--- config.mk ---
export PLATFORM = sky130hd
export DESIGN_NAME = modular_exponentiation
export DESIGN_NICKNAME = d
export VERILOG_FILES = /design/src/hdl/mexp_pkg.sv /design/src/hdl/modular_exponentiation.sv
export SDC_FILE = /design/constraint.sdc
export NUM_CORES = 1
export LEC_CHECK = 0
export BUFFER_PORTS_ARGS = -buffer_cell sky130_fd_sc_hd__buf_2
export CAP_MARGIN = 15
export CORE_AREA = 2 2 206 208
export CTS_CLUSTER_DIAMETER = 200
export DETAILED_ROUTE_END_ITERATION = 10
export DIE_AREA = 0 0 208 210
export GPL_TIMING_DRIVEN = 0
export SETUP_SLACK_MARGIN = 0.5
export SYNTH_ARGS = -nofsm -noshare
export SYNTH_HDL_FRONTEND = slang
export SYNTH_SLANG_ARGS = --single-unit
--- constraint.sdc ---
create_clock -name clk -period 9.52 [get_ports clk]
set_clock_uncertainty 0.1 [all_clocks]
set_input_delay 0.952 -clock clk [delete_from_list [all_inputs] [get_ports clk]]
set_output_delay 0.952 -clock clk [all_outputs]
set_load 0.02 [all_outputs]
--- src/hdl/mexp_pkg.sv ---
// Package with the shared default width and the controller state type for modular exponentiation.
package mexp_pkg;

  localparam int unsigned WIDTH_DEF = 32;

  typedef enum logic [2:0] {
    ST_IDLE,
    ST_REDUCE,
    ST_CHECK,
    ST_MUL,
    ST_SQR,
    ST_DONE
  } state_t;

endpackage

--- src/hdl/modular_exponentiation.sv ---
// Top level: bit-serial right-to-left square-and-multiply modular exponentiation.
//
// The modulus is written through cfg_wr_en and cfg_wr_data. The user must write it
// only while the block is idle; the block itself does not enforce this. The modulus
// resets to one. Each input item carries a base and an exponent and yields one output
// item holding base to the power exponent, reduced modulo the modulus.
// A modulus of zero gives a result of zero.
// An item first reduces the base modulo the modulus, one base bit per cycle.
// Then each exponent bit up to the highest set bit passes a check state, then a
// multiply when the bit is set, then a squaring. Each multiply or squaring cycle
// doubles the partial product and adds the multiplicand when the current multiplier
// bit is set, with both steps reduced by the modulus.
// One item is in work at a time. in_ready is high while the controller is idle, so
// the next item can be accepted at the edge after the previous result appears.
// The finished result sits in an output register until it is taken, and a new
// item may be accepted meanwhile. A stalled receiver holds the next result in the
// final state until the output register is free.
// Reset returns the controller to idle, empties the output and sets the modulus to one.
module modular_exponentiation #(
  parameter int unsigned WIDTH = mexp_pkg::WIDTH_DEF
) (
  input  logic             clk,
  input  logic             rst_n,
  input  logic             cfg_wr_en,
  input  logic [WIDTH-1:0] cfg_wr_data,
  input  logic             in_valid,
  output logic             in_ready,
  input  logic [WIDTH-1:0] in_base_value,
  input  logic [WIDTH-1:0] in_exponent_value,
  output logic             out_valid,
  input  logic             out_ready,
  output logic [WIDTH-1:0] out_power_result
);

  localparam int unsigned CNT_W = $clog2(WIDTH);
  localparam logic [CNT_W-1:0] CNT_LAST = CNT_W'(WIDTH - 1);

  mexp_pkg::state_t state_r, state_nxt;

  logic [WIDTH-1:0] modulus_r;
  logic [WIDTH-1:0] mod_r, mod_nxt;
  logic [WIDTH-1:0] exp_r, exp_nxt;
  logic [WIDTH-1:0] acc_r, acc_nxt;
  logic [WIDTH-1:0] pow_r, pow_nxt;
  logic [WIDTH-1:0] prod_r, prod_nxt;
  logic [WIDTH-1:0] shreg_r, shreg_nxt;
  logic [CNT_W-1:0] cnt_r, cnt_nxt;
  logic             out_valid_r, out_valid_nxt;
  logic [WIDTH-1:0] out_data_r, out_data_nxt;

  logic [WIDTH:0]   dbl_sum;
  logic [WIDTH-1:0] dbl_red;
  logic [WIDTH:0]   add_sum;
  logic [WIDTH-1:0] add_red;
  logic             in_bit;
  logic             add_en;

  // One step of the serial datapath: double with an optional input bit, reduce,
  // then add the multiplicand when the current multiplier bit is set, and reduce.
  always_comb begin
    in_bit  = (state_r == mexp_pkg::ST_REDUCE) && shreg_r[WIDTH-1];
    add_en  = (state_r != mexp_pkg::ST_REDUCE) && shreg_r[WIDTH-1];
    dbl_sum = {prod_r, in_bit};
    if (dbl_sum >= {1'b0, mod_r}) begin
      dbl_red = WIDTH'(dbl_sum - {1'b0, mod_r});
    end else begin
      dbl_red = dbl_sum[WIDTH-1:0];
    end
    add_sum = {1'b0, dbl_red} + (add_en ? {1'b0, pow_r} : {(WIDTH + 1){1'b0}});
    if (add_sum >= {1'b0, mod_r}) begin
      add_red = WIDTH'(add_sum - {1'b0, mod_r});
    end else begin
      add_red = add_sum[WIDTH-1:0];
    end
  end

  always_comb begin
    state_nxt     = state_r;
    mod_nxt       = mod_r;
    exp_nxt       = exp_r;
    acc_nxt       = acc_r;
    pow_nxt       = pow_r;
    prod_nxt      = prod_r;
    shreg_nxt     = shreg_r;
    cnt_nxt       = cnt_r;
    out_data_nxt  = out_data_r;
    out_valid_nxt = out_valid_r && !out_ready;
    in_ready      = (state_r == mexp_pkg::ST_IDLE);

    unique case (state_r)
      mexp_pkg::ST_IDLE: begin
        if (in_valid) begin
          mod_nxt   = modulus_r;
          exp_nxt   = in_exponent_value;
          shreg_nxt = in_base_value;
          prod_nxt  = '0;
          cnt_nxt   = CNT_LAST;
          if (modulus_r == '0) begin
            acc_nxt   = '0;
            state_nxt = mexp_pkg::ST_DONE;
          end else begin
            state_nxt = mexp_pkg::ST_REDUCE;
          end
        end
      end
      mexp_pkg::ST_REDUCE: begin
        prod_nxt  = add_red;
        shreg_nxt = {shreg_r[WIDTH-2:0], 1'b0};
        cnt_nxt   = cnt_r - CNT_W'(1);
        if (cnt_r == '0) begin
          pow_nxt   = add_red;
          acc_nxt   = (mod_r == WIDTH'(1)) ? '0 : WIDTH'(1);
          state_nxt = mexp_pkg::ST_CHECK;
        end
      end
      mexp_pkg::ST_CHECK: begin
        prod_nxt = '0;
        cnt_nxt  = CNT_LAST;
        if (exp_r == '0) begin
          state_nxt = mexp_pkg::ST_DONE;
        end else if (exp_r[0]) begin
          shreg_nxt = acc_r;
          state_nxt = mexp_pkg::ST_MUL;
        end else begin
          shreg_nxt = pow_r;
          state_nxt = mexp_pkg::ST_SQR;
        end
      end
      mexp_pkg::ST_MUL: begin
        prod_nxt  = add_red;
        shreg_nxt = {shreg_r[WIDTH-2:0], 1'b0};
        cnt_nxt   = cnt_r - CNT_W'(1);
        if (cnt_r == '0) begin
          acc_nxt   = add_red;
          prod_nxt  = '0;
          shreg_nxt = pow_r;
          cnt_nxt   = CNT_LAST;
          state_nxt = mexp_pkg::ST_SQR;
        end
      end
      mexp_pkg::ST_SQR: begin
        prod_nxt  = add_red;
        shreg_nxt = {shreg_r[WIDTH-2:0], 1'b0};
        cnt_nxt   = cnt_r - CNT_W'(1);
        if (cnt_r == '0) begin
          pow_nxt   = add_red;
          exp_nxt   = {1'b0, exp_r[WIDTH-1:1]};
          state_nxt = mexp_pkg::ST_CHECK;
        end
      end
      mexp_pkg::ST_DONE: begin
        if (!out_valid_r || out_ready) begin
          out_valid_nxt = 1'b1;
          out_data_nxt  = acc_r;
          state_nxt     = mexp_pkg::ST_IDLE;
        end
      end
      default: begin
        state_nxt = mexp_pkg::ST_IDLE;
      end
    endcase
  end

  always_ff @(posedge clk) begin
    if (!rst_n) begin
      state_r     <= mexp_pkg::ST_IDLE;
      out_valid_r <= 1'b0;
      modulus_r   <= WIDTH'(1);
    end else begin
      state_r     <= state_nxt;
      out_valid_r <= out_valid_nxt;
      if (cfg_wr_en) begin
        modulus_r <= cfg_wr_data;
      end
    end
  end

  always_ff @(posedge clk) begin
    mod_r      <= mod_nxt;
    exp_r      <= exp_nxt;
    acc_r      <= acc_nxt;
    pow_r      <= pow_nxt;
    prod_r     <= prod_nxt;
    shreg_r    <= shreg_nxt;
    cnt_r      <= cnt_nxt;
    out_data_r <= out_data_nxt;
  end

  assign out_valid        = out_valid_r;
  assign out_power_result = out_data_r;

endmodule
==> out/summary.md, run 1 <==
## Run status
* completed — outcome

## STA
* 39.2% — worst relative slew slack
* 0.115 GHz — fmax
* 8.68 ns — minimum period implied by the final worst setup slack
* 0 — count of final hold-check violations
* 0.909 ns — Worst Max-Slew Pin Slew
* 0 — Setup violations, final
* 91.2% — final cycle utilization of the critical path
* 0 — number of slew-limit violations in the final report
* false — unrepaired setup endpoints after global routing

## Critical path
* reg -> reg — type of the worst setup path
* flip-flop — Startpoint Class
* sky130_fd_sc_hd__a2111oi_0 — cell with the biggest individual delay on the critical path
* 8.89 ns — crit path DAT
* 9.73 ns — required time reported for the critical path endpoint
* 10 — top fanout value on the critical path
* flip-flop — sort of element at the end of the critical path
* 0.43 ns — CP max stage delay

## Yosys
* 0% — share of async-settable or async-resettable flops after synthesis
* sky130_fd_sc_hd__edfxtp_1 — prevailing post-synth register cell
* 9.73 um^2 — average cell area after synthesis
* 46.2% — sequential cell area fraction in the yosys report
* 1893 — Mapped Nets
* 0 — Ys Warns
* 0.0165 mm^2 — cell area after synthesis
* 265 — Seq cells post-synth
* 1692 — cell count after synthesis
* 229 — count of flip-flops with a built-in enable after synthesis
* 79 — distinct cell type count of the synthesized netlist

## Finish
* 3973 — number of inserted filler cells in the final layout
* 18.4% — Area Growth Syn to Fin
* 15.4% — layout cells sized above 1
* 0 — antenna diode count
* 47.0% — final cell utilization of the core
* 2072 — layout net count

## Min path
* reg -> reg — class of the worst hold path

## Drt
* 0 — count of unresolved DRC violations after routing
* 0 — remaining antenna violation count
* 13.2k — via count of the routed design
* 19.6 um — wire length per cell
* 932 — detailed router's first-iteration violation count
* 5.44 — post-detailed-route via-to-cell ratio
* 7 — number of detailed-routing iterations run before antenna repair
* 47600 um — wirelength, routed

## Global route
* 0 — overflow left after global routing
* 12.8k — via count of the first global-routing pass
* 72100 um — first-pass GRT wire length
* 21.1% — Tot GR Track Use
* 38 — pin count of the biggest net entering global routing
* 0 — number of antenna violations at the first check in global routing

## Clock tree
* 29 — Num CTS Buffers
* sky130_fd_sc_hd__clkbuf_16 — buffer type at the clock tree root
* 3 — Clock Path Buffers
* 0.56 ns — clock insertion delay at the later pin of the skew report
* 265 — Clock Sinks
* 0.07 ns — post-CTS clock slew at the launch and capture registers of the worst setup and hold paths
* yes — TritonCTS clock tree
* 1 — CTS H-tree depth
* 0 — number of hold-repair buffers added at the cts stage

## Die
* 0.0415 mm^2 — CORE AREA
* 208 um — Die X
* 39.7% — initial cell density of the core
* 0.0437 mm^2 — die outline area
* 210 um — height of the die
* 135 — io pins
* 75 — cell row count

## Placed design
* 0.947 — weighted congestion at the end of routability-driven global placement
* 133 — port buffer count
* 38100 um — HPWL reported at the end of detailed placement

## Flow run
* 0 — Max-Cap Viols

registers in the layout, summed over array words and instances, names as in the netlist:
register	count
mod_r	32
out_power_result	32
state_r	3
acc_r	32
shreg_r	32
cnt_r	5
out_valid	1
modulus_r	32
prod_r	32
pow_r	32
exp_r	32
path summary, 6_finish.rpt:
check,endpoint,cells past startpoint,start,slack [ns]
worst min register to register,out_power_result[10],0,acc_r[10],0.36
worst max register to register,acc_r[24],34,state_r[2],0.84
worst max-delay path,acc_r[24],34,state_r[2],0.84
worst min-delay path,out_power_result[10],0,acc_r[10],0.36
logic make-up after synthesis:
kind of cell / synth area share (%)
simple gates: 17.6
compound gates: 16.0
flops: 46.2
buf+inv: 4.13
fa+ha+maj: 7.74
xor+xnor: 4.15
mux: 4.20
layer usage:
layer,share of wire (%),up-vias,track usage (%)
li1,-,6515,-
met1,48,6215,31.1
met2,43,434,32.8
met3,6.4,68,2.79
met4,2.4,0,5.55
met5,0,-,0
timing repair:
action                                  CTS  global route
resized for setup                        38            59
endpoints found under the setup margin   96            96
pin swaps                                 1             7
buffers inserted                          0            11
area by class of cell:
cell class / count / area [um^2] / area share (%)
plain buffers: 77 / 359 / 1.84
repair buffers: 148 / 811 / 4.16
multi-input cells: 1259 / 8730 / 44.8
well taps: 539 / 674 / 3.46
clock buffers: 42 / 912 / 4.68
clock inverters: 11 / 65.1 / 0.334
flip-flops and latches: 265 / 7600 / 39.0
inverters: 91 / 342 / 1.75
cells in the mapped netlist, types with 7 or more instances:
| cell | number | area [um^2] |
|---|---|---|
| sky130_fd_sc_hd__a211oi_1 | 15 | 113 |
| sky130_fd_sc_hd__a21o_1 | 53 | 398 |
| sky130_fd_sc_hd__a21oi_1 | 121 | 606 |
| sky130_fd_sc_hd__a221oi_1 | 33 | 289 |
| sky130_fd_sc_hd__a31oi_1 | 15 | 93.8 |
| sky130_fd_sc_hd__and2_1 | 45 | 282 |
| sky130_fd_sc_hd__and3_1 | 15 | 93.8 |
| sky130_fd_sc_hd__clkbuf_1 | 63 | 236 |
| sky130_fd_sc_hd__dfxtp_1 | 36 | 721 |
| sky130_fd_sc_hd__edfxtp_1 | 229 | 6880 |
| sky130_fd_sc_hd__ha_1 | 97 | 1210 |
| sky130_fd_sc_hd__inv_1 | 91 | 342 |
| sky130_fd_sc_hd__mux2i_1 | 62 | 621 |
| sky130_fd_sc_hd__nand2_1 | 217 | 815 |
| sky130_fd_sc_hd__nand2b_1 | 12 | 75.1 |
| sky130_fd_sc_hd__nand3_1 | 26 | 130 |
| sky130_fd_sc_hd__nand4_1 | 20 | 125 |
| sky130_fd_sc_hd__nor2_1 | 163 | 612 |
| sky130_fd_sc_hd__nor2b_1 | 41 | 257 |
| sky130_fd_sc_hd__nor3_1 | 22 | 110 |
| sky130_fd_sc_hd__nor4_1 | 23 | 144 |
| sky130_fd_sc_hd__o211ai_1 | 8 | 60.1 |
| sky130_fd_sc_hd__o21a_1 | 9 | 67.6 |
| sky130_fd_sc_hd__o21ai_0 | 73 | 365 |
| sky130_fd_sc_hd__o21bai_1 | 10 | 75.1 |
| sky130_fd_sc_hd__o31ai_1 | 9 | 67.6 |
| sky130_fd_sc_hd__or3_1 | 7 | 43.8 |
| sky130_fd_sc_hd__xnor2_1 | 46 | 403 |
| sky130_fd_sc_hd__xor2_1 | 32 | 280 |
layout by cell type (no fill, tap or decap), drive strengths merged, types with 9 or more instances in the layout:
master | synthesis | routed
edfxtp | 229 | 229
nand2 | 217 | 217
nor2 | 164 | 164
buf | 13 | 160
a21oi | 121 | 121
clkbuf | 64 | 107
ha | 97 | 97
inv | 91 | 94
o21ai | 73 | 73
mux2i | 62 | 62
a21o | 53 | 53
and2 | 46 | 46
xnor2 | 46 | 46
nor2b | 41 | 41
dfxtp | 36 | 36
a221oi | 33 | 33
xor2 | 32 | 32
nand3 | 26 | 26
nor3 | 24 | 24
nor4 | 23 | 23
nand4 | 20 | 20
a211oi | 16 | 16
and3 | 15 | 15
a31oi | 15 | 15
nand2b | 12 | 12
o21bai | 10 | 10
o21a | 9 | 9
o211ai | 9 | 9
o31ai | 9 | 9
critical path, delay by kind of cell, from the launching register on:
family | cells | cell delay [ns]
buffers and inverters | 5 | 1.00
AO/OA/AOI/OAI | 17 | 4.20
AND/OR/NAND/NOR | 7 | 1.37
adder cells (fa/ha/maj) | 3 | 0.91
flip-flops | 1 | 0.30
multiplexers | 1 | 0.34
XOR/XNOR | 1 | 0.19
per-stage QoR:
| step | cells | hold slack, ns | setup slack (ns) | setup TNS, ns | area [um^2] |
|---|---|---|---|---|---|
| after floorplan | 1692 | 0.326 | 2.17 | 0 | 16500 |
| after detailed placement | 2368 | 0.343 | -0.303 | -16.24 | 17900 |
| after global routing | 2432 | 0.370 | 0.455 | 0 | 19500 |
| after CTS | 2421 | 0.358 | 0.541 | 0 | 19000 |
| final | 2432 | 0.356 | 0.835 | 0 | 19500 |
| after global placement | 2364 | 0.342 | -0.256 | -12.12 | 17800 |
Power of run 1 is left out: the tool's default activity adds up to more than one toggle a clock period on the data nets, which glitch-free logic cannot reach.
==> run 2, diff against run 1 <==
clock period = 9.4 ns   (was 9.52 ns; I/O delays follow)
==> run 2 against run 1 <==
Sequential share of layout area about the same. First-iteration DRC count up 4.5%. Hold slack about the same. Fmax up 1.9%. Worst setup slack better by 0.043 ns. Non-clock buffer count up 1. Highest routed layer unchanged.
==> out/summary.md, run 2 (same netlist as run 1, synthesis figures left out) <==
## Placed design
* 2368 — cell count after placement, unchanged
* 133 — port buffer count, unchanged
* 0.947 — weighted congestion at the end of routability-driven global placement, unchanged
* 38100 um — HPWL reported at the end of detailed placement, unchanged
* -0.423 ns — Worst Setup Slack post-DPL, -0.120 ns

## Die
* 210 um — height of the die, unchanged
* 208 um — Die X, unchanged
* 0.0437 mm^2 — die outline area, unchanged
* 135 — io pins, unchanged
* 0.0415 mm^2 — CORE AREA, unchanged
* 39.7% — initial cell density of the core, unchanged
* 75 — cell row count, unchanged

## Critical path
* sky130_fd_sc_hd__a21o_1 — cell type with the highest occurrence count on the critical path
* reg -> reg — type of the worst setup path
* flip-flop — Startpoint Class
* 0.57 ns — CP max stage delay, +0.14 ns
* 8.73 ns — crit path DAT, -0.16 ns
* flip-flop — sort of element at the end of the critical path
* 9.61 ns — required time reported for the critical path endpoint, -0.12 ns
* sky130_fd_sc_hd__clkbuf_1 — cell with the biggest individual delay on the critical path
* 10 — top fanout value on the critical path, unchanged

## Global route
* 21.2% — Tot GR Track Use, about the same
* 0 — number of antenna violations at the first check in global routing, unchanged
* 38 — pin count of the biggest net entering global routing, unchanged
* 72200 um — first-pass GRT wire length, about the same
* 0 — overflow left after global routing, unchanged
* 12.8k — via count of the first global-routing pass, -0.094%

## STA
* 0.879 ns — post-route setup slack, +0.0435 ns
* 0 ns — aggregate negative setup slack, unchanged
* 0.914 ns — Worst Max-Slew Pin Slew, +0.00445 ns
* 39.1% — worst relative slew slack, -0.15 points
* 0.117 GHz — fmax, +1.9%
* 0 — count of final hold-check violations, unchanged
* 0 — Setup violations, final, unchanged
* 90.7% — final cycle utilization of the critical path, -0.57 points
* 8.52 ns — minimum period implied by the final worst setup slack, -0.163 ns
* false — unrepaired setup endpoints after global routing
* 0.356 ns — worst hold slack after final layout, +0.0000780 ns
* 0 — number of slew-limit violations in the final report, unchanged

## Drt
* 5 — number of detailed-routing iterations run before antenna repair, -2
* 974 — detailed router's first-iteration violation count, +4.5%
* 19.6 um — wire length per cell, about the same
* 0 — remaining antenna violation count, unchanged
* 47700 um — wirelength, routed, +0.13%
* 0 — count of unresolved DRC violations after routing, unchanged
* 13.3k — via count of the routed design, +0.60%
* 5.47 — post-detailed-route via-to-cell ratio, +0.56%

## Flow run
* 0 — Max-Cap Viols, unchanged

## Clock tree
* 0.06 ns — post-CTS clock slew at the launch and capture registers of the worst setup and hold paths, about the same
* 0 — number of hold-repair buffers added at the cts stage, unchanged
* 1 — CTS H-tree depth, unchanged
* 29 — Num CTS Buffers, unchanged
* 3 — Clock Path Buffers, unchanged
* 265 — Clock Sinks, unchanged
* sky130_fd_sc_hd__clkbuf_16 — buffer type at the clock tree root
* yes — TritonCTS clock tree
* 0.56 ns — clock insertion delay at the later pin of the skew report, about the same

## Finish
* 15.4% — layout cells sized above 1, +0.045 points
* 0 — antenna diode count, unchanged
* 229 x sky130_fd_sc_hd__edfxtp_1, 217 x sky130_fd_sc_hd__nand2_1, 161 x sky130_fd_sc_hd__nor2_1 — most used cells in the layout excluding fill and tap cells
* 2073 — layout net count, +0.048%
* 2433 — final cell count without fillers, +0.041%
* sky130_fd_sc_hd__edfxtp_1 — leading cell type in the layout, fill and taps excluded
* 18.5% — Area Growth Syn to Fin, about the same

## Min path
* reg -> reg — class of the worst hold path

## Run status
* completed — outcome

==> run 2: per-stage QoR <==
step	util, %	instance area (um^2)
after floorplan	-	16500
after global placement	42.9	17800
after detailed placement	43.2	17900
after CTS	46.0	19100
after global routing	47.0	19500
final	47.0	19500
==> run 2: area by class of cell <==
type	count	area (um^2)
multi-input cells	1259	8730
flip-flops and latches	265	7600
clock inverters	11	65.1
well taps	539	674
inverters	91	342
plain buffers	77	359
fillers	3972	22000
clock buffers	42	912
repair buffers	149	818
==> run 2: what timing repair did <==
item	CTS	global route
pin swaps	1	7
endpoints found under the setup margin	96	96
setup buffers	2	10
resized for setup	41	56
==> run 2: critical path, delay by kind of cell (launching register included) <==
family	cells	cell delay (ns)
adders and majority gates	3	0.98
AOI/OAI and AO/OA	17	4.31
xor gates and xnor gates	1	0.23
DFF	1	0.38
and+or+nand+nor	4	0.78
buffers and inverters	4	1.16
muxes	1	0.34
==> run 2: final timing paths <==
| kind | from | end | slack [ns] | cells after the start |
|---|---|---|---|---|
| max | mod_r[18] | acc_r[24] | 0.88 | 30 |
| min | acc_r[10] | out_power_result[10] | 0.36 | 0 |
| max reg2reg | mod_r[18] | acc_r[24] | 0.88 | 30 |
| min reg2reg | acc_r[10] | out_power_result[10] | 0.36 | 0 |
==> run 2: per-layer routing <==
| metal | part of all wire [%] | global-route usage [%] |
|---|---|---|
| met1 | 48 | 31.1 |
| met2 | 43 | 32.8 |
| met3 | 6.3 | 2.85 |
| met4 | 2.4 | 5.55 |
| met5 | 0 | 0 |
Power of run 2 is left out for the same reason.
==> run 3, diff against run 2 <==
ABC_AREA = 1   (was default)
CORE_AREA = 2 2 216 218   (was 2 2 206 208)
DIE_AREA = 0 0 218 220   (was 0 0 208 210)
==> run 3 against run 2 <==
Synthesized area up 9.5%. Design area up 5.5%. Utilization down 2.2 points. Routed wire length up 26%. Die area up 9.8%. Clock-buffer cell count down 7.
==> out/summary.md, run 3 <==
## Run status
* completed — outcome

## Critical path
* flip-flop — Startpoint Class
* flip-flop — sort of element at the end of the critical path
* 5 — buffers and inverters on the worst path, +1
* 9.60 ns — required time reported for the critical path endpoint, about the same
* 0.85 ns — CP max stage delay, +0.28 ns
* reg -> reg — type of the worst setup path
* 7.93 ns — crit path DAT, -0.80 ns
* 10 — top fanout value on the critical path, unchanged
* simple AND/OR/NAND/NOR gates — category of cells accounting for the largest share of critical-path delay
* sky130_fd_sc_hd__nand2_1 — cell type with the highest occurrence count on the critical path
* sky130_fd_sc_hd__o21ai_0 — cell with the biggest individual delay on the critical path

## STA
* 7.74 ns — minimum period implied by the final worst setup slack, -0.784 ns
* 0 — number of slew-limit violations in the final report, unchanged
* 27.7% — worst relative slew slack, -11 points
* false — unrepaired setup endpoints after global routing
* 0 ns — aggregate negative setup slack, unchanged
* 0 — count of final hold-check violations, unchanged
* 0 — Setup violations, final, unchanged
* 0.129 GHz — fmax, +10%
* 1.07 ns — Worst Max-Slew Pin Slew, +0.160 ns
* 82.3% — final cycle utilization of the critical path, -8.3 points

## Yosys
* 682 x sky130_fd_sc_hd__nand2_1, 311 x sky130_fd_sc_hd__nor2_1, 306 x sky130_fd_sc_hd__inv_1 — most instantiated cells after synthesis
* 265 — Seq cells post-synth, unchanged
* 7.57 um^2 — average cell area after synthesis, -22%
* 229 — count of flip-flops with a built-in enable after synthesis, unchanged
* sky130_fd_sc_hd__edfxtp_1 — prevailing post-synth register cell
* 48 — distinct cell type count of the synthesized netlist, -39%
* 2582 — Mapped Nets, +36%
* 2381 — cell count after synthesis, +41%
* 0 — Ys Warns, unchanged
* 42.2% — sequential cell area fraction in the yosys report, -4.0 points
* sky130_fd_sc_hd__nand2_1 — most frequent cell after synthesis
* sky130_fd_sc_hd__edfxtp_1 38%, sky130_fd_sc_hd__nand2_1 14%, sky130_fd_sc_hd__ha_1 6.7% — top post-synthesis cells by area
* 0.0180 mm^2 — cell area after synthesis, +9.5%
* 38.2% — area fraction of the dominant cell type after synthesis, -3.6 points
* sky130_fd_sc_hd__edfxtp_1 — dominant cell type by area after synthesis
* 0% — share of async-settable or async-resettable flops after synthesis, unchanged

## Die
* 79 — cell row count, +5.3%
* 39.3% — initial cell density of the core, -0.39 points
* 135 — io pins, unchanged
* 0.0459 mm^2 — CORE AREA, +11%
* 0.0480 mm^2 — die outline area, +9.8%
* 220 um — height of the die, +4.8%
* 218 um — Die X, +4.8%

## Drt
* 60300 um — wirelength, routed, +26%
* 19.0 um — wire length per cell, -3.3%
* 16.4k — via count of the routed design, +24%
* 0 — remaining antenna violation count, unchanged
* 0 — count of unresolved DRC violations after routing, unchanged
* 5.17 — post-detailed-route via-to-cell ratio, -5.5%
* 6 — number of detailed-routing iterations run before antenna repair, +1
* 1356 — detailed router's first-iteration violation count, +39%

## Flow run
* 0 — Max-Cap Viols, unchanged

## Global route
* 24.6% — Tot GR Track Use, +3.5 points
* 88300 um — first-pass GRT wire length, +22%
* 15.0k — via count of the first global-routing pass, +17%
* 0 — number of antenna violations at the first check in global routing, unchanged
* 0 — overflow left after global routing, unchanged
* 38 — pin count of the biggest net entering global routing, unchanged

## Finish
* 4837 — number of inserted filler cells in the final layout, +22%
* 3181 — final cell count without fillers, +31%
* 2752 — layout net count, +33%
* sky130_fd_sc_hd__nand2_1 — leading cell type in the layout, fill and taps excluded
* 14.1% — Area Growth Syn to Fin
* 0 — antenna diode count, unchanged
* 682 x sky130_fd_sc_hd__nand2_1, 309 x sky130_fd_sc_hd__nor2_1, 305 x sky130_fd_sc_hd__inv_1 — most used cells in the layout excluding fill and tap cells
* 12.9% — layout cells sized above 1, -2.5 points

## Clock tree
* sky130_fd_sc_hd__clkbuf_16 — buffer type at the clock tree root
* 29 — Num CTS Buffers, unchanged
* 0 — Post-CTS Setup Repair Bufs, -2
* yes — TritonCTS clock tree
* 3 — Clock Path Buffers, unchanged
* 0 — number of hold-repair buffers added at the cts stage, unchanged
* 0.58 ns — clock insertion delay at the later pin of the skew report, +0.02 ns
* 0.06 ns — post-CTS clock slew at the launch and capture registers of the worst setup and hold paths, about the same
* 265 — Clock Sinks, unchanged
* 1 — CTS H-tree depth, unchanged
* 0 — CTS resizes, -100%

## Placed design
* 50600 um — HPWL reported at the end of detailed placement, +33%
* 1.02 — weighted congestion at the end of routability-driven global placement, +8.0%
* 134 — port buffer count, +0.75%
* 3127 — cell count after placement, +32%

## Min path
* reg -> reg — class of the worst hold path

run 3: path summary, 6_finish.rpt:
path	endpoint	slack, ns	start	depth (start not counted)
worst max-delay path	acc_r[14]	1.66	state_r[0]	36
worst min-delay path	out_power_result[20]	0.35	acc_r[20]	0
worst max register to register	acc_r[14]	1.66	state_r[0]	36
worst min register to register	out_power_result[20]	0.35	acc_r[20]	0
run 3: cells by family (layout without fill, tap and decap cells):
group	Yosys count	count (layout)	share of synthesized area, %
xor gates and xnor gates	48	48	2.33
adders and majority gates	100	100	7.07
and+or+nand+nor	1291	1291	30.6
AOI/OAI and AO/OA	286	286	9.15
DFF	265	265	42.2
buffers and inverters	391	584	8.68
run 3: metrics by stage:
| step | hold slack (ns) | cell area (um^2) | util, % | setup WS (ns) |
|---|---|---|---|---|
| 3_3_place_gp | 0.335 | 19500 | 42.4 | 1.92 |
| 2_1_floorplan | 0.325 | 18000 | - | 4.17 |
| 4_1_cts | 0.350 | 20600 | 44.9 | 1.88 |
| 3_5_place_dp | 0.337 | 19600 | 42.8 | 1.93 |
| 5_1_grt | 0.356 | 20600 | 44.9 | 1.28 |
| 6_report | 0.349 | 20600 | 44.9 | 1.66 |
run 3: cell type report:
class,count,area [um^2],area share [%]
plain buffers,58,315,1.53
clock buffers,35,778,3.78
clock inverters,19,180,0.876
inverters,333,1250,6.08
multi-input cells,1725,8920,43.4
flip-flops and latches,265,7600,36.9
well taps,607,759,3.69
repair buffers,139,773,3.76
run 3: per-layer routing:
| layer | GRT usage (%) | wire length, um |
|---|---|---|
| met2 | 39.4 | 27400 |
| met5 | 0 | 0 |
| met4 | 6.96 | 1720 |
| met3 | 4.25 | 4160 |
| met1 | 34.2 | 27100 |
Power of run 3 is left out for the same reason.
